--- config.mk ---
export PLATFORM = sky130hd
export DESIGN_NAME = utf8_text_normalizer
export DESIGN_NICKNAME = d
export VERILOG_FILES = /design/src/rtl/utn_pkg.sv /design/src/rtl/utn_front.sv /design/src/rtl/utn_queue.sv /design/src/rtl/utn_back.sv /design/src/rtl/utf8_text_normalizer.sv
export VERILOG_INCLUDE_DIRS = /design/src /design/src/rtl
export SDC_FILE = /design/constraint.sdc
export NUM_CORES = 1
export LEC_CHECK = 0
export ABC_AREA = 1
export BUFFER_PORTS_ARGS = -buffer_cell sky130_fd_sc_hd__buf_4
export CORE_ASPECT_RATIO = 1.5
export CORE_MARGIN = 5
export CORE_UTILIZATION = 55
export CTS_CLUSTER_DIAMETER = 30
export DETAILED_ROUTE_END_ITERATION = 10
export GPL_TIMING_DRIVEN = 0
export HOLD_SLACK_MARGIN = 0.15
export PLACE_DENSITY_LB_ADDON = 0.05
export SYNTH_ARGS = -nofsm -noshare
export SYNTH_HDL_FRONTEND = slang
export SYNTH_SLANG_ARGS = --single-unit
--- constraint.sdc ---
create_clock -name clock -period 13.6 [get_ports clock]
set_input_delay 3.4 -clock clock [delete_from_list [all_inputs] [get_ports clock]]
set_output_delay 3.4 -clock clock [all_outputs]
set_load 0.05 [all_outputs]
--- src/rtl/utf8_text_normalizer_defines.svh ---
// assertion macros for the rtl top level
`ifndef UTF8_TEXT_NORMALIZER_DEFINES_SVH
`define UTF8_TEXT_NORMALIZER_DEFINES_SVH

`ifndef ASSERT_OFF
`define ASSERT_IMPLIES(label, clk, rst, pre, post) \
   label: assert property (@(posedge clk) disable iff (rst) (pre) |-> (post)) \
      else $error("assertion failed: same-cycle implication");
`define ASSERT_NEXT(label, clk, rst, pre, post) \
   label: assert property (@(posedge clk) disable iff (rst) (pre) |=> (post)) \
      else $error("assertion failed: next-cycle implication");
`else
`define ASSERT_IMPLIES(label, clk, rst, pre, post)
`define ASSERT_NEXT(label, clk, rst, pre, post)
`endif

`endif

--- src/rtl/utn_pkg.sv ---
`default_nettype none

package utn_pkg;

   localparam int MAX_TEXT_DEFAULT = 65536;
   localparam int QUEUE_DEPTH      = 4;

   localparam logic [7:0] LEAD_4     = 8'hF0;
   localparam logic [7:0] LEAD_3     = 8'hE0;
   localparam logic [7:0] LEAD_2     = 8'hC0;
   localparam logic [7:0] SPACE_CHAR = 8'h20;
   localparam logic [7:0] TAB_CHAR   = 8'h09;
   localparam logic [7:0] LF_CHAR    = 8'h0A;
   localparam logic [7:0] CR_CHAR    = 8'h0D;

   // result of the replacement table lookup
   typedef struct packed {
      logic             hit;
      logic [1:0]       dlen;
      logic [2:0][7:0]  dst;   // dst[0] goes out first
   } utn_subst_type;

   // one entry of the queue: everything the back end needs to emit the beats
   typedef struct packed {
      logic             sp;        // held space goes out first
      logic [15:0]      sp_begin;
      logic [16:0]      sp_end;
      logic [2:0]       nb;        // character bytes after the space
      logic [3:0][7:0]  bytes;     // bytes[0] first
      logic [15:0]      ch_begin;
      logic [16:0]      ch_end;
      logic [2:0]       total;     // beats in this entry, 1 to 5
      logic             last;
      logic             ovf;
   } utn_rec_type;

   function automatic logic [2:0] lead_length(input logic [7:0] b);
      logic [2:0] len;
      if (b >= LEAD_4) begin
         len = 3'd4;
      end else if (b >= LEAD_3) begin
         len = 3'd3;
      end else if (b >= LEAD_2) begin
         len = 3'd2;
      end else begin
         len = 3'd1;
      end
      return len;
   endfunction

   function automatic logic is_blank(input logic [7:0] b);
      return (b == SPACE_CHAR) || (b == TAB_CHAR) || (b == LF_CHAR) || (b == CR_CHAR);
   endfunction

   // bytes are given first byte lowest, unused bytes zero
   function automatic utn_subst_type subst_lookup(input logic [2:0] len,
                                                  input logic [23:0] seq);
      utn_subst_type r;
      r.hit  = 1'b1;
      r.dlen = 2'd1;
      r.dst  = '0;
      unique case ({len, seq[7:0], seq[15:8], seq[23:16]})
         {3'd2, 8'hC2, 8'hB2, 8'h00}: begin
            r.dlen = 2'd2; r.dst[0] = 8'h5E; r.dst[1] = 8'h32;
         end
         {3'd2, 8'hC2, 8'hB3, 8'h00}: begin
            r.dlen = 2'd2; r.dst[0] = 8'h5E; r.dst[1] = 8'h33;
         end
         {3'd2, 8'hC2, 8'hB7, 8'h00}: r.dst[0] = 8'h2A;
         {3'd3, 8'hE2, 8'h8B, 8'h85}: r.dst[0] = 8'h2A;
         {3'd2, 8'hC3, 8'h97, 8'h00}: r.dst[0] = 8'h2A;
         {3'd3, 8'hE2, 8'h88, 8'h92}: r.dst[0] = 8'h2D;
         {3'd3, 8'hE2, 8'h80, 8'h93}: r.dst[0] = 8'h2D;
         {3'd2, 8'hC2, 8'hB1, 8'h00}: begin
            r.dlen = 2'd3; r.dst[0] = 8'h2B; r.dst[1] = 8'h2F; r.dst[2] = 8'h2D;
         end
         {3'd2, 8'hC2, 8'hB5, 8'h00}: r.dst[0] = 8'h75;
         {3'd2, 8'hCE, 8'hBC, 8'h00}: r.dst[0] = 8'h75;
         {3'd3, 8'hE2, 8'h80, 8'h99}: r.dst[0] = 8'h27;
         {3'd2, 8'hC2, 8'hA0, 8'h00}: r.dst[0] = SPACE_CHAR;
         default: begin
            r.hit  = 1'b0;
            r.dlen = 2'd0;
         end
      endcase
      return r;
   endfunction

endpackage

`default_nettype wire

--- src/rtl/utn_front.sv ---
`default_nettype none

module utn_front #(
   parameter int MAX_TEXT = utn_pkg::MAX_TEXT_DEFAULT
) (
   input  wire logic               clock,
   input  wire logic               reset,
   input  wire logic               accept,
   input  wire logic [7:0]         in_byte,
   input  wire logic               last_byte,
   output logic                    push,
   output utn_pkg::utn_rec_type    rec
);

   localparam int OFS_W = $clog2(MAX_TEXT + 1);
   localparam logic [OFS_W-1:0] MAX_OFS  = OFS_W'(MAX_TEXT);
   localparam logic [OFS_W-1:0] LAST_OFS = OFS_W'(MAX_TEXT - 1);

   logic [31:0]      char_buf_ff, char_buf_in;
   logic [1:0]       held_ff, held_in;
   logic [2:0]       char_len_ff, char_len_in;
   logic [OFS_W-1:0] char_start_ff, char_start_in;
   logic [OFS_W-1:0] byte_ofs_ff, byte_ofs_in;
   logic             sp_pend_ff, sp_pend_in;
   logic [OFS_W-1:0] sp_start_ff, sp_start_in;
   logic [OFS_W-1:0] sp_stop_ff, sp_stop_in;
   logic             emitted_ff, emitted_in;
   logic             ovf_ff, ovf_in;

   logic                   first;
   logic [2:0]             clen;
   logic [OFS_W-1:0]       cstart;
   logic [31:0]            cbuf;
   logic [31:0]            tail_word;
   logic [2:0]             cnt;
   logic [1:0]             tail_idx;
   logic [OFS_W-1:0]       ofs_next;
   logic                   ovf_next;
   logic                   done;
   utn_pkg::utn_subst_type sub;
   logic                   is_sp;
   logic                   trail;
   logic [2:0]             nb;
   logic [31:0]            seq;
   logic [OFS_W-1:0]       sp_beg_clamp, ch_beg_clamp;
   logic [31:0]            sp_beg_w, sp_end_w, ch_beg_w, ch_end_w;

   always_comb begin
      first    = (held_ff == 2'd0);
      clen     = first ? utn_pkg::lead_length(in_byte) : char_len_ff;
      cstart   = first ? byte_ofs_ff : char_start_ff;
      cbuf     = first ? 32'h0 : char_buf_ff;
      cbuf     = cbuf | (32'(in_byte) << {held_ff, 3'b000});
      cnt      = {1'b0, held_ff} + 3'd1;
      ofs_next = (byte_ofs_ff < MAX_OFS) ? byte_ofs_ff + 1'b1 : byte_ofs_ff;
      ovf_next = ovf_ff | (byte_ofs_ff >= MAX_OFS);
      done     = (cnt >= clen) || last_byte;

      sub       = utn_pkg::subst_lookup(cnt, cbuf[23:0]);
      tail_idx  = 2'(cnt - 3'd1);
      tail_word = cbuf >> {tail_idx, 3'b000};
      is_sp = sub.hit ? ((sub.dlen == 2'd1) && (sub.dst[0] == utn_pkg::SPACE_CHAR))
                      : ((cnt == 3'd1) && utn_pkg::is_blank(cbuf[7:0]));
      // a malformed or cut multibyte character ending in a space holds that space back
      trail = !sub.hit && (cnt >= 3'd2) && (tail_word[7:0] == utn_pkg::SPACE_CHAR);
      seq   = sub.hit ? {8'h00, sub.dst} : cbuf;
      nb    = sub.hit ? {1'b0, sub.dlen} : (cnt - {2'b00, trail});

      // offsets saturate, begin clamps one below the limit
      sp_beg_clamp = (sp_start_ff > LAST_OFS) ? LAST_OFS : sp_start_ff;
      ch_beg_clamp = (cstart > LAST_OFS) ? LAST_OFS : cstart;
      sp_beg_w     = 32'(sp_beg_clamp);
      sp_end_w     = 32'(sp_stop_ff);
      ch_beg_w     = 32'(ch_beg_clamp);
      ch_end_w     = 32'(ofs_next);
   end

   always_comb begin
      char_buf_in   = char_buf_ff;
      held_in       = held_ff;
      char_len_in   = char_len_ff;
      char_start_in = char_start_ff;
      byte_ofs_in   = byte_ofs_ff;
      sp_pend_in    = sp_pend_ff;
      sp_start_in   = sp_start_ff;
      sp_stop_in    = sp_stop_ff;
      emitted_in    = emitted_ff;
      ovf_in        = ovf_ff;

      rec          = '0;
      rec.sp_begin = sp_beg_w[15:0];
      rec.sp_end   = sp_end_w[16:0];
      rec.bytes    = seq;
      rec.ch_begin = ch_beg_w[15:0];
      rec.ch_end   = ch_end_w[16:0];
      rec.last     = last_byte;
      rec.ovf      = ovf_next;

      if (accept) begin
         byte_ofs_in = ofs_next;
         ovf_in      = ovf_next;
         if (!done) begin
            char_buf_in   = cbuf;
            held_in       = held_ff + 2'd1;
            char_len_in   = clen;
            char_start_in = cstart;
         end else begin
            char_buf_in = 32'h0;
            held_in     = 2'd0;
            char_len_in = cnt;
            if (is_sp) begin
               if (sp_pend_ff) begin
                  sp_stop_in = ofs_next;
               end else if (emitted_ff) begin
                  sp_pend_in  = 1'b1;
                  sp_start_in = cstart;
                  sp_stop_in  = ofs_next;
               end
            end else begin
               rec.sp     = sp_pend_ff;
               rec.nb     = nb;
               sp_pend_in = trail;
               emitted_in = 1'b1;
               if (trail) begin
                  sp_start_in = cstart;
                  sp_stop_in  = ofs_next;
               end
            end
         end
         if (last_byte) begin
            char_buf_in   = 32'h0;
            held_in       = 2'd0;
            char_len_in   = 3'd0;
            char_start_in = '0;
            byte_ofs_in   = '0;
            sp_pend_in    = 1'b0;
            sp_start_in   = '0;
            sp_stop_in    = '0;
            emitted_in    = 1'b0;
            ovf_in        = 1'b0;
         end
      end

      rec.total = {2'b00, rec.sp} + rec.nb;
      if (rec.total == 3'd0) begin
         rec.total = 3'd1;   // bare end-of-text marker
      end
      push = accept && done && (rec.sp || (rec.nb != 3'd0) || last_byte);
   end

   always_ff @(posedge clock) begin
      char_buf_ff   <= char_buf_in;
      char_len_ff   <= char_len_in;
      char_start_ff <= char_start_in;
      sp_start_ff   <= sp_start_in;
      sp_stop_ff    <= sp_stop_in;
      if (reset) begin
         held_ff     <= 2'd0;
         byte_ofs_ff <= '0;
         sp_pend_ff  <= 1'b0;
         emitted_ff  <= 1'b0;
         ovf_ff      <= 1'b0;
      end else begin
         held_ff     <= held_in;
         byte_ofs_ff <= byte_ofs_in;
         sp_pend_ff  <= sp_pend_in;
         emitted_ff  <= emitted_in;
         ovf_ff      <= ovf_in;
      end
   end

endmodule

`default_nettype wire

--- src/rtl/utn_queue.sv ---
`default_nettype none

module utn_queue #(
   parameter int DEPTH = utn_pkg::QUEUE_DEPTH
) (
   input  wire logic                  clock,
   input  wire logic                  reset,
   input  wire logic                  push,
   input  wire utn_pkg::utn_rec_type  push_data,
   output logic                       full,
   input  wire logic                  pop,
   output utn_pkg::utn_rec_type       pop_data,
   output logic                       not_empty
);

   localparam int AW = (DEPTH > 1) ? $clog2(DEPTH) : 1;
   localparam int CW = $clog2(DEPTH + 1);

   utn_pkg::utn_rec_type entry_ff [DEPTH];
   logic [AW-1:0] wr_ptr_ff, wr_ptr_in;
   logic [AW-1:0] rd_ptr_ff, rd_ptr_in;
   logic [CW-1:0] count_ff, count_in;

   always_comb begin
      full      = (count_ff == CW'(DEPTH));
      not_empty = (count_ff != '0);
      pop_data  = entry_ff[rd_ptr_ff];
      wr_ptr_in = wr_ptr_ff;
      rd_ptr_in = rd_ptr_ff;
      count_in  = count_ff;
      if (push) begin
         wr_ptr_in = (wr_ptr_ff == AW'(DEPTH - 1)) ? '0 : wr_ptr_ff + 1'b1;
      end
      if (pop) begin
         rd_ptr_in = (rd_ptr_ff == AW'(DEPTH - 1)) ? '0 : rd_ptr_ff + 1'b1;
      end
      if (push && !pop) begin
         count_in = count_ff + 1'b1;
      end else if (pop && !push) begin
         count_in = count_ff - 1'b1;
      end
   end

   always_ff @(posedge clock) begin
      if (push) begin
         entry_ff[wr_ptr_ff] <= push_data;
      end
      if (reset) begin
         wr_ptr_ff <= '0;
         rd_ptr_ff <= '0;
         count_ff  <= '0;
      end else begin
         wr_ptr_ff <= wr_ptr_in;
         rd_ptr_ff <= rd_ptr_in;
         count_ff  <= count_in;
      end
   end

endmodule

`default_nettype wire

--- src/rtl/utn_back.sv ---
`default_nettype none

module utn_back (
   input  wire logic                  clock,
   input  wire logic                  reset,
   input  wire logic                  q_valid,
   input  wire utn_pkg::utn_rec_type  q_data,
   output logic                       pop,
   output logic                       rsp_valid,
   input  wire logic                  rsp_ready,
   output logic [7:0]                 rsp_out_byte,
   output logic                       rsp_has_byte,
   output logic [15:0]                rsp_orig_begin,
   output logic [16:0]                rsp_orig_end,
   output logic                       rsp_run_end,
   output logic                       rsp_text_end,
   output logic                       rsp_overflow
);

   utn_pkg::utn_rec_type cur_ff, cur_in;
   logic                 cur_valid_ff, cur_valid_in;
   logic [2:0]           pos_ff, pos_in;

   logic       take;
   logic       beat_last;
   logic       space_beat;
   logic       marker;
   logic [2:0] idx;

   always_comb begin
      take       = cur_valid_ff && rsp_ready;
      beat_last  = (pos_ff == cur_ff.total - 3'd1);
      space_beat = cur_ff.sp && (pos_ff == 3'd0);
      marker     = !cur_ff.sp && (cur_ff.nb == 3'd0);
      idx        = pos_ff - {2'b00, cur_ff.sp};

      // next entry loads when none is held or as the last beat of the current one leaves
      pop          = q_valid && (!cur_valid_ff || (take && beat_last));
      cur_in       = cur_ff;
      cur_valid_in = cur_valid_ff;
      pos_in       = pos_ff;
      if (!cur_valid_ff || (take && beat_last)) begin
         cur_valid_in = q_valid;
         cur_in       = q_data;
         pos_in       = 3'd0;
      end else if (take) begin
         pos_in = pos_ff + 3'd1;
      end

      rsp_valid    = cur_valid_ff;
      rsp_has_byte = !marker;
      rsp_run_end  = beat_last;
      rsp_text_end = beat_last && cur_ff.last;
      rsp_overflow = cur_ff.ovf;
      if (marker) begin
         rsp_out_byte   = 8'h00;
         rsp_orig_begin = 16'h0;
         rsp_orig_end   = 17'h0;
      end else if (space_beat) begin
         rsp_out_byte   = utn_pkg::SPACE_CHAR;
         rsp_orig_begin = cur_ff.sp_begin;
         rsp_orig_end   = cur_ff.sp_end;
      end else begin
         rsp_out_byte   = cur_ff.bytes[idx[1:0]];
         rsp_orig_begin = cur_ff.ch_begin;
         rsp_orig_end   = cur_ff.ch_end;
      end
   end

   always_ff @(posedge clock) begin
      cur_ff <= cur_in;
      if (reset) begin
         cur_valid_ff <= 1'b0;
         pos_ff       <= 3'd0;
      end else begin
         cur_valid_ff <= cur_valid_in;
         pos_ff       <= pos_in;
      end
   end

endmodule

`default_nettype wire

--- src/rtl/utf8_text_normalizer.sv ---
// order: a byte's result beats are registered in the queue, then in the output stage
// throughput: one input byte per cycle and one result beat per cycle while rsp_ready
//   is high; a byte that completes a character yields up to five beats, which the
//   output side drains while the front takes bytes until the four-entry queue fills
// reset: synchronous, active high; clears the character gatherer, offsets and queue
`default_nettype none
`include "utf8_text_normalizer_defines.svh"

module utf8_text_normalizer #(
   parameter int MAX_TEXT    = utn_pkg::MAX_TEXT_DEFAULT,
   parameter int QUEUE_DEPTH = utn_pkg::QUEUE_DEPTH
) (
   input  wire logic        clock,
   input  wire logic        reset,
   input  wire logic        req_valid,
   output logic             req_ready,
   input  wire logic [7:0]  req_in_byte,
   input  wire logic        req_last_byte,
   output logic             rsp_valid,
   input  wire logic        rsp_ready,
   output logic [7:0]       rsp_out_byte,
   output logic             rsp_has_byte,
   output logic [15:0]      rsp_orig_begin,
   output logic [16:0]      rsp_orig_end,
   output logic             rsp_run_end,
   output logic             rsp_text_end,
   output logic             rsp_overflow
);

   utn_pkg::utn_rec_type push_rec;
   utn_pkg::utn_rec_type pop_rec;
   logic                 q_push;
   logic                 q_pop;
   logic                 q_full;
   logic                 q_not_empty;
   logic                 accept;

   assign req_ready = !q_full;
   assign accept    = req_valid && req_ready;

   utn_front #(
      .MAX_TEXT (MAX_TEXT)
   ) u_front (
      .clock     (clock),
      .reset     (reset),
      .accept    (accept),
      .in_byte   (req_in_byte),
      .last_byte (req_last_byte),
      .push      (q_push),
      .rec       (push_rec)
   );

   utn_queue #(
      .DEPTH (QUEUE_DEPTH)
   ) u_queue (
      .clock     (clock),
      .reset     (reset),
      .push      (q_push),
      .push_data (push_rec),
      .full      (q_full),
      .pop       (q_pop),
      .pop_data  (pop_rec),
      .not_empty (q_not_empty)
   );

   utn_back u_back (
      .clock          (clock),
      .reset          (reset),
      .q_valid        (q_not_empty),
      .q_data         (pop_rec),
      .pop            (q_pop),
      .rsp_valid      (rsp_valid),
      .rsp_ready      (rsp_ready),
      .rsp_out_byte   (rsp_out_byte),
      .rsp_has_byte   (rsp_has_byte),
      .rsp_orig_begin (rsp_orig_begin),
      .rsp_orig_end   (rsp_orig_end),
      .rsp_run_end    (rsp_run_end),
      .rsp_text_end   (rsp_text_end),
      .rsp_overflow   (rsp_overflow)
   );

   `ASSERT_IMPLIES(a_no_push_when_full, clock, reset, q_push, !q_full)
   `ASSERT_NEXT(a_run_stays_valid, clock, reset, rsp_valid && rsp_ready && !rsp_run_end, rsp_valid)
   `ASSERT_IMPLIES(a_marker_ends_text, clock, reset, rsp_valid && !rsp_has_byte, rsp_text_end && rsp_run_end && rsp_out_byte == 8'h00)

endmodule

`default_nettype wire

Word level (Yosys, flattened, before mapping)
Memory sizes are Yosys's and may differ from the RTL's. A register that Yosys moved wholly into a read port is not among the register bits. Index checks and enable logic that the tools add are counted.

Flip-flop bits (word level): 119. Memory bits (writable): 428. Word-level logic and storage cells: 185. Memories: 1.

Add/sub/neg operators: 13. Magnitude comparators: 10. Eq/ne operators: 29. Shift operators: 2. Multiplexer cells: 62. Bitwise logic cells: 2. Reductions and logical operators: 51.

Memory list: u_queue.entry_ff (depth 4, bits a word 107, rd ports 1, clocked after memory_dff 1, wr ports 1, line utn_queue.sv:19) `utn_pkg::utn_rec_type entry_ff [DEPTH];`.

Operators by type and width (count): $eq A27 B26 Y1 const B (12); $mux W17 (16); $mux W16 (4); $mux W32 (2); $pmux W7 S7 (1); $gt A17 B16 Y1 const B (2); $mux W3 (11); $or A32 B32 Y32 (1); $shl A8 B5 Y32 (1); $shr A32 B5 Y8 (1); $eq A8 B4 Y1 const B (3); $ge A8 B8 Y1 const B (3); $mux W8 (3); $pmux W6 S3 (1); $add A17 B1 Y17 const B (1); $ge A17 B17 Y1 const B (1); $lt A17 B17 Y1 const B (1); $bmux W8 S2 (1); $eq A8 B6 Y1 const B (2); $mux W1 (16); $logic_and A1 B1 Y1 (15); $reduce_or A12 Y1 (1); $mux W2 (5); $reduce_or A2 Y1 (5); other kinds (36) (60).

Longest topological paths before layout
Gate-level depths: netlist of the first run.

Depth in word-level cells: 22. Gate-level depth with buffers: 39. Depth with buffers taken out: 35.

Cells and area by module
Synthesis of the first run repeated with hierarchy kept, for this count alone.

Cell total of the unflattened synthesis: 2324. Area, all modules: 27510.1 um^2.

By module, submodules not included: utn_queue (times used 1, cells an instance 1095, area an instance 16311.9 um^2); utn_front (times used 1, cells an instance 885, area an instance 6815.3 um^2); utn_back (times used 1, cells an instance 341, area an instance 4369.2 um^2); utf8_text_normalizer (times used 1, cells an instance 3, area an instance 13.8 um^2).

Worst setup path before layout of the first run
Ideal clock, no wire load.

Path type: input-to-reg. From: input port rsp_ready. To: register u_queue.count_ff[1]. Library setup time: 0.116 ns. Arrival: 12.630 ns. Data required time: 13.484 ns. Path slack: 0.854 ns. Stages on the path: 10. Path buffers: 0. Path through: inv_1 -> o21ai_0 -> inv_1 -> nor2_1 -> inv_1 -> ha_1 -> inv_1 -> fa_1 -> o21ai_0 -> nor2_1.

Word-level cells in the longest chain between the ends: 7.

Ends and longest elaborated chain: start, declared (line utf8_text_normalizer.sv:20) `input wire logic rsp_ready,`; $logic_and A1 B1 Y1 (line utn_back.sv:31) `take = cur_valid_ff && rsp_ready;`; $logic_and A1 B1 Y1 (line utn_back.sv:38) `pop = q_valid && (!cur_valid_ff || (take && beat_last));`; $logic_or A1 B1 Y1 (line utn_back.sv:38); $logic_and A1 B1 Y1 (line utn_back.sv:38); $logic_not A1 Y1 (line utn_queue.sv:37) `if (push && !pop) begin`; $logic_and A1 B1 Y1 (line utn_queue.sv:37); $mux W3 (line utn_queue.sv:37); net u_queue.count_in[1] (line utn_queue.sv:22) `logic [CW-1:0] count_ff, count_in;`; end signal, assigned (line utn_queue.sv:55) `count_ff <= count_in;`; end, declared (line utn_queue.sv:22).

The timed path passes the listed nets, and every way through them passes these cells. A chain may end at the register's enable or synchronous reset.

==> results of run 1 <==
placed cells by master, fill, tap and decap left out, types with 60 or more instances in the layout:
cell type  Yosys  routed
o21ai_0      279     278
nor2_1       403     398
buf_4          0      60
clkbuf_16      0      98
inv_1        130     130
nand2_1      306     306
edfxtp_1     621     621
a21oi_1       75      75
clkbuf_1     100     106
o22ai_1      114     114
final cells by class:
type,count,share of cell area
Tap cell,663,0.0255
Antenna cell,1,0.0000769
Inverter,154,0.0181
Multi-Input combinational cell,1411,0.213
Clock inverter,79,0.0299
Sequential cell,654,0.593
Timing Repair Buffer,83,0.0281
Buffer,115,0.0158
Clock buffer,105,0.0761
per-stage QoR:
step	total power, uW	TNS (ns)	std cells	hold slack [ns]
2_1_floorplan	4650	0	2334	0.431
3_3_place_gp	5650	-1378.84	3056	0.446
3_5_place_dp	5650	0	3080	0.453
4_1_cts	8250	0	3264	0.461
5_1_grt	8550	0	3264	0.489
6_report	8200	0	3265	0.469
where the power goes:
part	internal [uW]	switching, uW
Clock	1620	972
Sequential	2830	122
Combinational	683	1980
Total	5130	3070
worst register-to-register path: cells and delay by family, from the launching register on:
| family | cells | cell delay [ns] |
|---|---|---|
| DFF | 1 | 0.58 |
| xor gates and xnor gates | 1 | 0.24 |
| buffers and inverters | 11 | 1.96 |
| adders and majority gates | 3 | 0.60 |
| and+or+nand+nor | 18 | 2.61 |
sequential cells by signal, indices dropped and copies added (netlist names):
register               count
u_back.cur_ff            106
u_queue.count_ff           3
u_queue.wr_ptr_ff          2
u_back.rsp_valid           1
u_front.char_len_ff        3
u_back.rsp_overflow        1
u_front.sp_pend_ff         1
u_front.sp_stop_ff        17
u_front.sp_start_ff       17
u_queue.entry_ff         428
u_front.byte_ofs_ff       17
u_front.ovf_ff             1
u_front.held_ff            2
u_back.pos_ff              3
u_front.char_start_ff     17
u_front.char_buf_ff       32
u_front.emitted_ff         1
u_queue.rd_ptr_ff          2
final timing paths:
path	cells after the start	end	slack (ns)	start
worst max-delay path	28	u_queue.entry_ff[0][58]	5.78	req_in_byte[6]
worst min-delay path	2	u_front.ovf_ff	0.47	u_front.ovf_ff
worst max register to register	33	u_queue.entry_ff[0][58]	7.30	u_front.held_ff[0]
worst min register to register	2	u_front.ovf_ff	0.47	u_front.ovf_ff
kinds of logic (layout without fill, tap and decap cells):
family,Yosys count,in the layout,synth area share
xor+xnor,15,15,0.00481
buf+inv,269,536,0.0403
other cells,0,1,0
compound gates,504,504,0.101
mux,2,2,0.000733
fa+ha+maj,23,23,0.0108
simple gates,867,867,0.135
flops,654,654,0.707
per-layer routing:
layer	wire, um	track usage
met1	27400	0.309
met4	4150	0.151
met2	42200	0.533
met3	3820	0.0497
met5	12	0
==> impl_metrics.tcl, run 1 <==
set metrics [dict create \
    track_usage 0.287 \
    drc 0 \
    vias_per_cell 5.67 \
    cts_sinks 654 \
    num-fill-cells 3748 \
    clkTransAtPathRegs_ns 0.06 \
    rows 100 \
    num_vias 18517 \
    setup_viol 0 \
    p_leak_uw 0.0119 \
    synth_warnings 0 \
    post_cts_resized 0 \
    synth_fp_nets 2370 \
    fp.coreArea_um2 49400 \
    multi_input_area_um2 6940 \
    place_ws_ns 5.09 \
    ys_types 49 \
    critPathLaunchType "primary input" \
    clk_latency_ns 0.66 \
    wire_per_inst_um 23.8 \
    crit_buf_inv 7 \
    final_nets 2552 \
    grt_start_max_net_pins 34 \
    synth_cells 2334 \
    path_max_fanout 27 \
    overflow 0 \
    hold_viol 0 \
    synth-edff-count 621 \
    drt_pre_antenna_iters 7 \
    antenna_left 0 \
    drt_iter0_drc 1367 \
    slowest_stage "o21ai_4" \
    hold_buffers 0 \
    cts_buffers 97 \
    ir_drop_v 0.000175 \
    synthTopCellsByArea "edfxtp_1, nor2_1, o21ai_0, nand2_1, o22ai_1" \
    worst_pin_slew_ns 0.933 \
    min_period_over_period 0.575 \
    min_period_ns 7.82 \
    drv_cap 0 \
    critPathCaptureType "register" \
    maxSlewHeadroom 0.372 \
    synth.top_cells.by_count "edfxtp_1, nor2_1, nand2_1" \
    synth_top_cell_area_share 0.683 \
    wl_um 77600 \
    cp.arrival_ns 8.16 \
    cts_setup_buffers 0 \
    place_area_um2 29100 \
    synthFlopType "edfxtp_1" \
    routabilityCongestion 0.907 \
    syn_area_um2 27300 \
    slowest_delay_ns 0.36 \
    postSynthAreaPerCell_um2 11.7 \
    h-tree-depth 3 \
    die_height_um 283 \
    ios 60 \
    seqCellArea_um2 19300 \
    clock_path_buffers 3 \
    status "finished, final reports clean" \
    criticalPathCategory "primary input to register" \
    initial_core_util 0.552 \
    ys_seq_area_frac 0.707 \
    io_buffers 59 \
    post-route-util 0.659 \
    area_delta_synth_final_pct 19.2 \
    antenna_found_initial 2 \
    min_path_type "register to register" \
    rsz0062_at_grt "false" \
    synth_area_leader_cell "edfxtp_1" \
    place_hpwl_um 54900 \
    setup_slack_ns 5.78 \
    drive_gt1_frac 0.145 \
    cp_top_family "simple AND/OR/NAND/NOR gates" \
    grt_pass1_vias 18928 \
    root_buffer "clkbuf_16" \
    fin_area_um2 32600 \
    yosysMostFrequentCell "edfxtp_1" \
    ys_seq_elements 654 \
    powerDensity_nw_per_um2 252 \
    fmaxAchievable_ghz 0.128 \
    critPathRequiredTime_ns 13.93 \
    cts_tree "built" \
    grt_pass1_wl_um 114000 \
    die_area_um2 54300 \
    die_x_um 192 \
    clock_skew_ns 0.0403 \
    finalMaxSlewViolations 0 \
    async_flop_share 0 \
]
Note: power is estimated with default switching activity, not from simulation.
==> run 2: changes to the inputs <==
==> constraint.sdc (replaced) <==
create_clock -name clock -period 6.9 [get_ports clock]
set_input_delay 1.725 -clock clock [delete_from_list [all_inputs] [get_ports clock]]
set_output_delay 1.725 -clock clock [all_outputs]
set_load 0.05 [all_outputs]
==> run 2 against run 1 <==
Hold slack gained 0.0024 ns. Largest cell class unchanged. Global-route usage down 0.33 points. Critical path type is now register to register. Count of clock-buffer cells in the layout rose by 1. Highest routed layer is now met4. Cell count shrank 0.25%. Combinational power up 97%. Power increased by 92%.
==> impl_metrics.tcl, run 2 (same netlist as run 1, synthesis figures left out) <==
set metrics [dict create \
    status "finished, final reports clean" \
    min_period_over_period 0.916 \
    layout_common_cells "edfxtp_1, nor2_1, nand2_1" \
    powerDensity_nw_per_um2 488 \
    post_cts_resized 0 \
    seqPwrFrac 0.370 \
    die_height_um 283 \
    drv_cap 0 \
    r2r_cells 31 \
    place_ws_ns -0.246 \
    area_delta_synth_final_pct 18.2 \
    min_path_type "register to register" \
    io_buffers 59 \
    setup_slack_ns 0.580 \
    fp.coreArea_um2 49400 \
    cts_sinks 654 \
    initial_core_util 0.552 \
    top_register "u_queue.entry_ff" \
    rows 100 \
    final_nets 2553 \
    p_leak_uw 0.0118 \
    hp-start "u_front.byte_ofs_ff[7]" \
    fmaxAchievable_ghz 0.158 \
    antenna_left 0 \
    ir_drop_v 0.000317 \
    clkTransAtPathRegs_ns 0.06 \
    overflow 0 \
    grt_start_max_net_pins 36 \
    finalMaxSlewViolations 0 \
    track_usage 0.283 \
    dp.cells 3081 \
    final_cell_count_no_fill 3257 \
    largest_register_ffs 428 \
    rsz0062_at_grt "false" \
    p_comb_frac 0.334 \
    hold_viol 0 \
    switching_power_uw 5960 \
    place_area_um2 29100 \
    die_x_um 192 \
    place_hpwl_um 53900 \
    wire_per_inst_um 23.7 \
    h-tree-depth 3 \
    antenna_found_initial 1 \
    p_int_uw 9780 \
    reg2reg_to "u_queue.entry_ff[0][38]" \
    num_vias 18517 \
    drc 0 \
    r2r_slack_ns 0.58 \
    critPathRequiredTime_ns 7.22 \
    clock_path_buffers 3 \
    setup_viol 0 \
    cp.arrival_ns 6.64 \
    cts_buffers 93 \
    die_area_um2 54300 \
    drt_pre_antenna_iters 7 \
    root_buffer "clkbuf_16" \
    clock_skew_ns 0.0277 \
    min_period_ns 6.32 \
    vias_per_cell 5.69 \
    min_path_cells 2 \
    holdPathEnd "u_front.byte_ofs_ff[7]" \
    fin_area_um2 32300 \
    critPathLaunchType "register" \
    path_max_fanout 24 \
    drt_iter0_drc 1578 \
    switching_share 0.379 \
    cts_tree "built" \
    crit_buf_inv 10 \
    maxSlewHeadroom 0.370 \
    r2r-start "u_front.held_ff[0]" \
    slowest_stage "nor2_4" \
    routabilityCongestion 0.907 \
    criticalPathCategory "register to register" \
    layout_commonest_cell "edfxtp_1" \
    grt_pass1_vias 18752 \
    reg.largest.list "u_queue.entry_ff x428, u_back.cur_ff x106, u_front.char_buf_ff x32" \
    worst_pin_slew_ns 0.944 \
    p_clk_frac 0.297 \
    drive_gt1_frac 0.140 \
    ios 60 \
    grt_pass1_wl_um 113000 \
    slowest_delay_ns 0.69 \
    wl_um 77100 \
    clk_latency_ns 0.64 \
    critPathCaptureType "register" \
    cp_top_family "simple AND/OR/NAND/NOR gates" \
]
run 2: cell types whose count changed in the layout (fill, tap and decap cells not counted), sizes merged:
cell / change
buf: +5
clkinv: -2
bufinv: -6
clkbuf: +1
clkinvlp: -6
run 2: area by class of cell:
type | count | area (um^2)
Antenna cell | 1 | 2.50
Buffer | 115 | 513
Clock buffer | 106 | 2410
Clock inverter | 65 | 701
Fill cell | 3821 | 17200
Inverter | 154 | 588
Multi-Input combinational cell | 1411 | 6940
Sequential cell | 654 | 19300
Tap cell | 663 | 830
Timing Repair Buffer | 88 | 966
run 2: worst min-delay path, stage by stage, from the launching register on:
cell	delay (ns)
dfxtp_1	0.31
nand2_1	0.06
a21oi_1	0.06
run 2: per-layer routing:
| metal | part of all wire | vias to the layer above | GRT usage |
|---|---|---|---|
| met4 | 0.056 | 0 | 0.153 |
| met2 | 0.53 | 688 | 0.520 |
| met3 | 0.056 | 178 | 0.0395 |
| met5 | 0 | - | 0 |
| li1 | - | 8625 | - |
| met1 | 0.36 | 9026 | 0.317 |
run 2: what timing repair did:
item / 4_1_cts / 5_1_grt
endpoints found under the hold margin: 0 / 0
setup buffers: 0 / 4
hold buffers: 0 / 0
setup endpoints to repair: 0 / 22
run 2: stage by stage:
step	power [uW]	TNS, ns	utilization	hold slack, ns
finish	15700	0	0.653	0.472
global route	16400	0	0.653	0.495
CTS	15800	0	0.652	0.476
detailed placement	11100	-5.91	0.589	0.468
global placement	11000	-1751.89	0.578	0.458
floorplan	9080	-197.19	-	0.431
run 2: worst max-delay path by stage:
stage | from | endpoint | cells after the start
after detailed placement | req_in_byte[6] | u_queue.entry_ff[2][39] | 27
after CTS | u_front.held_ff[0] | u_queue.entry_ff[2][40] | 33
after global routing | u_front.held_ff[0] | u_queue.entry_ff[0][38] | 31
final | u_front.held_ff[0] | u_queue.entry_ff[0][38] | 31
after global placement | req_in_byte[2] | u_queue.entry_ff[0][45] | 24
after floorplan | req_in_byte[3] | u_queue.entry_ff[0][0] | 24
run 2: power by group through the flow:
stage	sequential (uW)	combinational [uW]	clock, uW
after floorplan	5870	3210	0
after global placement	5980	5030	0
after detailed placement	5880	5260	0
after CTS	5820	5270	4720
after global routing	5880	5630	4910
final	5820	5250	4670
==> run 3: changes to the inputs <==
--- a/config.mk
+++ b/config.mk
@@ -6,7 +6,6 @@
 export SDC_FILE = /design/constraint.sdc
 export NUM_CORES = 1
 export LEC_CHECK = 0
-export ABC_AREA = 1
 export BUFFER_PORTS_ARGS = -buffer_cell sky130_fd_sc_hd__buf_4
 export CORE_ASPECT_RATIO = 1.5
 export CORE_MARGIN = 5
==> run 3 against run 2 <==
Sequential power shrank 5.3%. Hold slack gained 0.018 ns. Critical path type unchanged. Critical endpoint is now u_queue.entry_ff[1][44]. Die area is 3.6% lower. Area after synthesis shrank 3.8%. Highest routed layer is now met5. First-iteration DRC count is 39% lower. Power fell by 9.7%.
==> impl_metrics.tcl, run 3 <==
set metrics [dict create \
    num_vias 14320 \
    root_buffer "clkbuf_16" \
    syn_area_um2 26300 \
    wire_per_inst_um 26.7 \
    die_area_um2 52300 \
    cp.arrival_ns 6.87 \
    min_period_over_period 0.948 \
    initial_core_util 0.553 \
    top_register "u_queue.entry_ff" \
    place_hpwl_um 43700 \
    p_int_uw 9660 \
    fp.coreArea_um2 47500 \
    synth_cells 1534 \
    clk_latency_ns 0.65 \
    clkTransAtPathRegs_ns 0.06 \
    synthFlopType "edfxtp_1" \
    die_x_um 188 \
    synth_warnings 0 \
    place_ws_ns -0.235 \
    min_period_ns 6.54 \
    switching_share 0.321 \
    antenna_found_initial 2 \
    fmaxAchievable_ghz 0.153 \
    rows 98 \
    hold_viol 0 \
    postSynthAreaPerCell_um2 17.1 \
    drv_cap 0 \
    ios 60 \
    routabilityCongestion 0.884 \
    rsz0062_at_grt "false" \
    synth_fp_nets 1570 \
    area_delta_synth_final_pct 19.7 \
    synth-edff-count 621 \
    yosysMostFrequentCell "edfxtp_1" \
    post-route-util 0.662 \
    clock_path_buffers 3 \
    reg.largest.list "u_queue.entry_ff x428, u_back.cur_ff x106, u_front.char_buf_ff x32" \
    place_area_um2 28000 \
    path_max_fanout 26 \
    finalMaxSlewViolations 0 \
    critPathCaptureType "register" \
    io_buffers 57 \
    hold_buffers 0 \
    final_nets 1750 \
    cts_tree "built" \
    ys_seq_elements 654 \
    fin_area_um2 31400 \
    status "finished, final reports clean" \
    num-fill-cells 3236 \
    track_usage 0.249 \
    p_leak_uw 0.0109 \
    n_antenna_cell 0 \
    p_comb_frac 0.264 \
    criticalPathCategory "register to register" \
    critPathRequiredTime_ns 7.23 \
    holdWs_ns 0.490 \
    drt_pre_antenna_iters 5 \
    switching_power_uw 4560 \
    drc 0 \
    vias_per_cell 5.97 \
    clock_skew_ns 0.0302 \
    grt_pass1_wl_um 96500 \
    cts_sinks 654 \
    antenna_left 0 \
    fin_tns_setup_ns 0 \
    seqPwrFrac 0.387 \
    worst_pin_slew_ns 1.27 \
    synth_area_leader_cell "edfxtp_1" \
    maxSlewHeadroom 0.156 \
    wl_um 64000 \
    min_path_type "register to register" \
    overflow 0 \
    ys_types 81 \
    cts_buffers 97 \
    grt_start_max_net_pins 64 \
    die_height_um 278 \
    setup_viol 0 \
    synthTopCellsByArea "edfxtp_1, mux4_2, dfxtp_1, nand2_1, nor2_1" \
    powerDensity_nw_per_um2 453 \
    ir_drop_v 0.000300 \
    drive_gt1_frac 0.242 \
    critPathLaunchType "register" \
    ys_seq_area_frac 0.735 \
    async_flop_share 0 \
    setup_slack_ns 0.362 \
    h-tree-depth 3 \
    grt_pass1_vias 15194 \
    drt_iter0_drc 962 \
    synth.top_cells.by_count "edfxtp_1, nand2_1, nor2_1" \
    synth_top_cell_area_share 0.710 \
    largest_register_ffs 428 \
    p_clk_frac 0.349 \
    layout_common_cells "edfxtp_1, nand2_1, nor2_1, mux4_2, clkbuf_16" \
    layout_commonest_cell "edfxtp_1" \
]
run 3: through the flow:
step                total power [uW]  std cells
CTS                            14400       2397
global placement                9330       2191
floorplan                       8080       1534
detailed placement              9410       2215
finish                         14200       2397
global route                   14800       2397
run 3: metal layers:
metal  up-vias  global-route usage  share of wire
li1       6394                   -              -
met1      7360               0.292           0.37
met2       442               0.458           0.55
met3       120              0.0405          0.045
met4         4              0.0985          0.036
met5         -                   0        0.00033
run 3: repair_timing:
action | CTS | global route
resized for setup | 1 | 5
setup buffers | 0 | 0
cloned | 0 | 0
setup endpoints to repair | 118 | 174
run 3: path summary, 6_finish.rpt:
kind                     startpoint                       to  slack, ns  cells past startpoint
max              u_front.held_ff[0]  u_queue.entry_ff[1][44]       0.36                     24
min          u_front.sp_stop_ff[16]  u_queue.entry_ff[3][89]       0.49                      0
max reg2reg      u_front.held_ff[0]  u_queue.entry_ff[1][44]       0.36                     24
min reg2reg  u_front.sp_stop_ff[16]  u_queue.entry_ff[3][89]       0.49                      0
run 3: logic make-up (layout without fill, tap and decap cells):
kind of cell    after synthesis  in the layout  synth area share
xor+xnor                     25             25           0.00834
mux                         138            138             0.108
flops                       654            654             0.735
fa+ha+maj                    23             23            0.0112
simple gates                428            428            0.0811
compound gates              169            169            0.0415
buf+inv                      97            360            0.0150
run 3: final cells by class:
type / instances / area, um^2 / share of cell area
clock inverters: 74 / 890 / 0.0283
flip-flops and latches: 654 / 19300 / 0.614
plain buffers: 77 / 319 / 0.0102
repair buffers: 81 / 926 / 0.0295
well taps: 600 / 751 / 0.0239
clock buffers: 108 / 2520 / 0.0802
multi-input cells: 783 / 6640 / 0.211
inverters: 20 / 77.6 / 0.00247
run 3: worst max-delay path, stage by stage, from the launching register on:
cell and delay (ns):
dfxtp_1 0.37, buf_4 0.22, inv_1 0.08, clkbuf_2 0.26
ha_1 0.30, buf_4 0.24, buf_2 0.31, o21bai_1 0.15
o221ai_1 0.32, or4_1 0.62, o21ai_0 0.21, a32oi_1 0.16
and4_4 0.26, and4bb_1 0.28, ha_1 0.34, o41ai_2 0.07
o21ai_2 0.14, and2_4 0.19, a31oi_1 0.26, nor2_2 0.17
nor2b_4 0.32, buf_12 0.25, buf_12 0.23, buf_16 0.20
buf_12 0.22
run 3: power groups by stage:
stage	Sequential [uW]	Clock [uW]	Combinational, uW
floorplan	5570	0	2500
global placement	5670	0	3660
detailed placement	5580	0	3830
CTS	5510	5040	3840
global route	5570	5250	3990
finish	5510	4960	3750
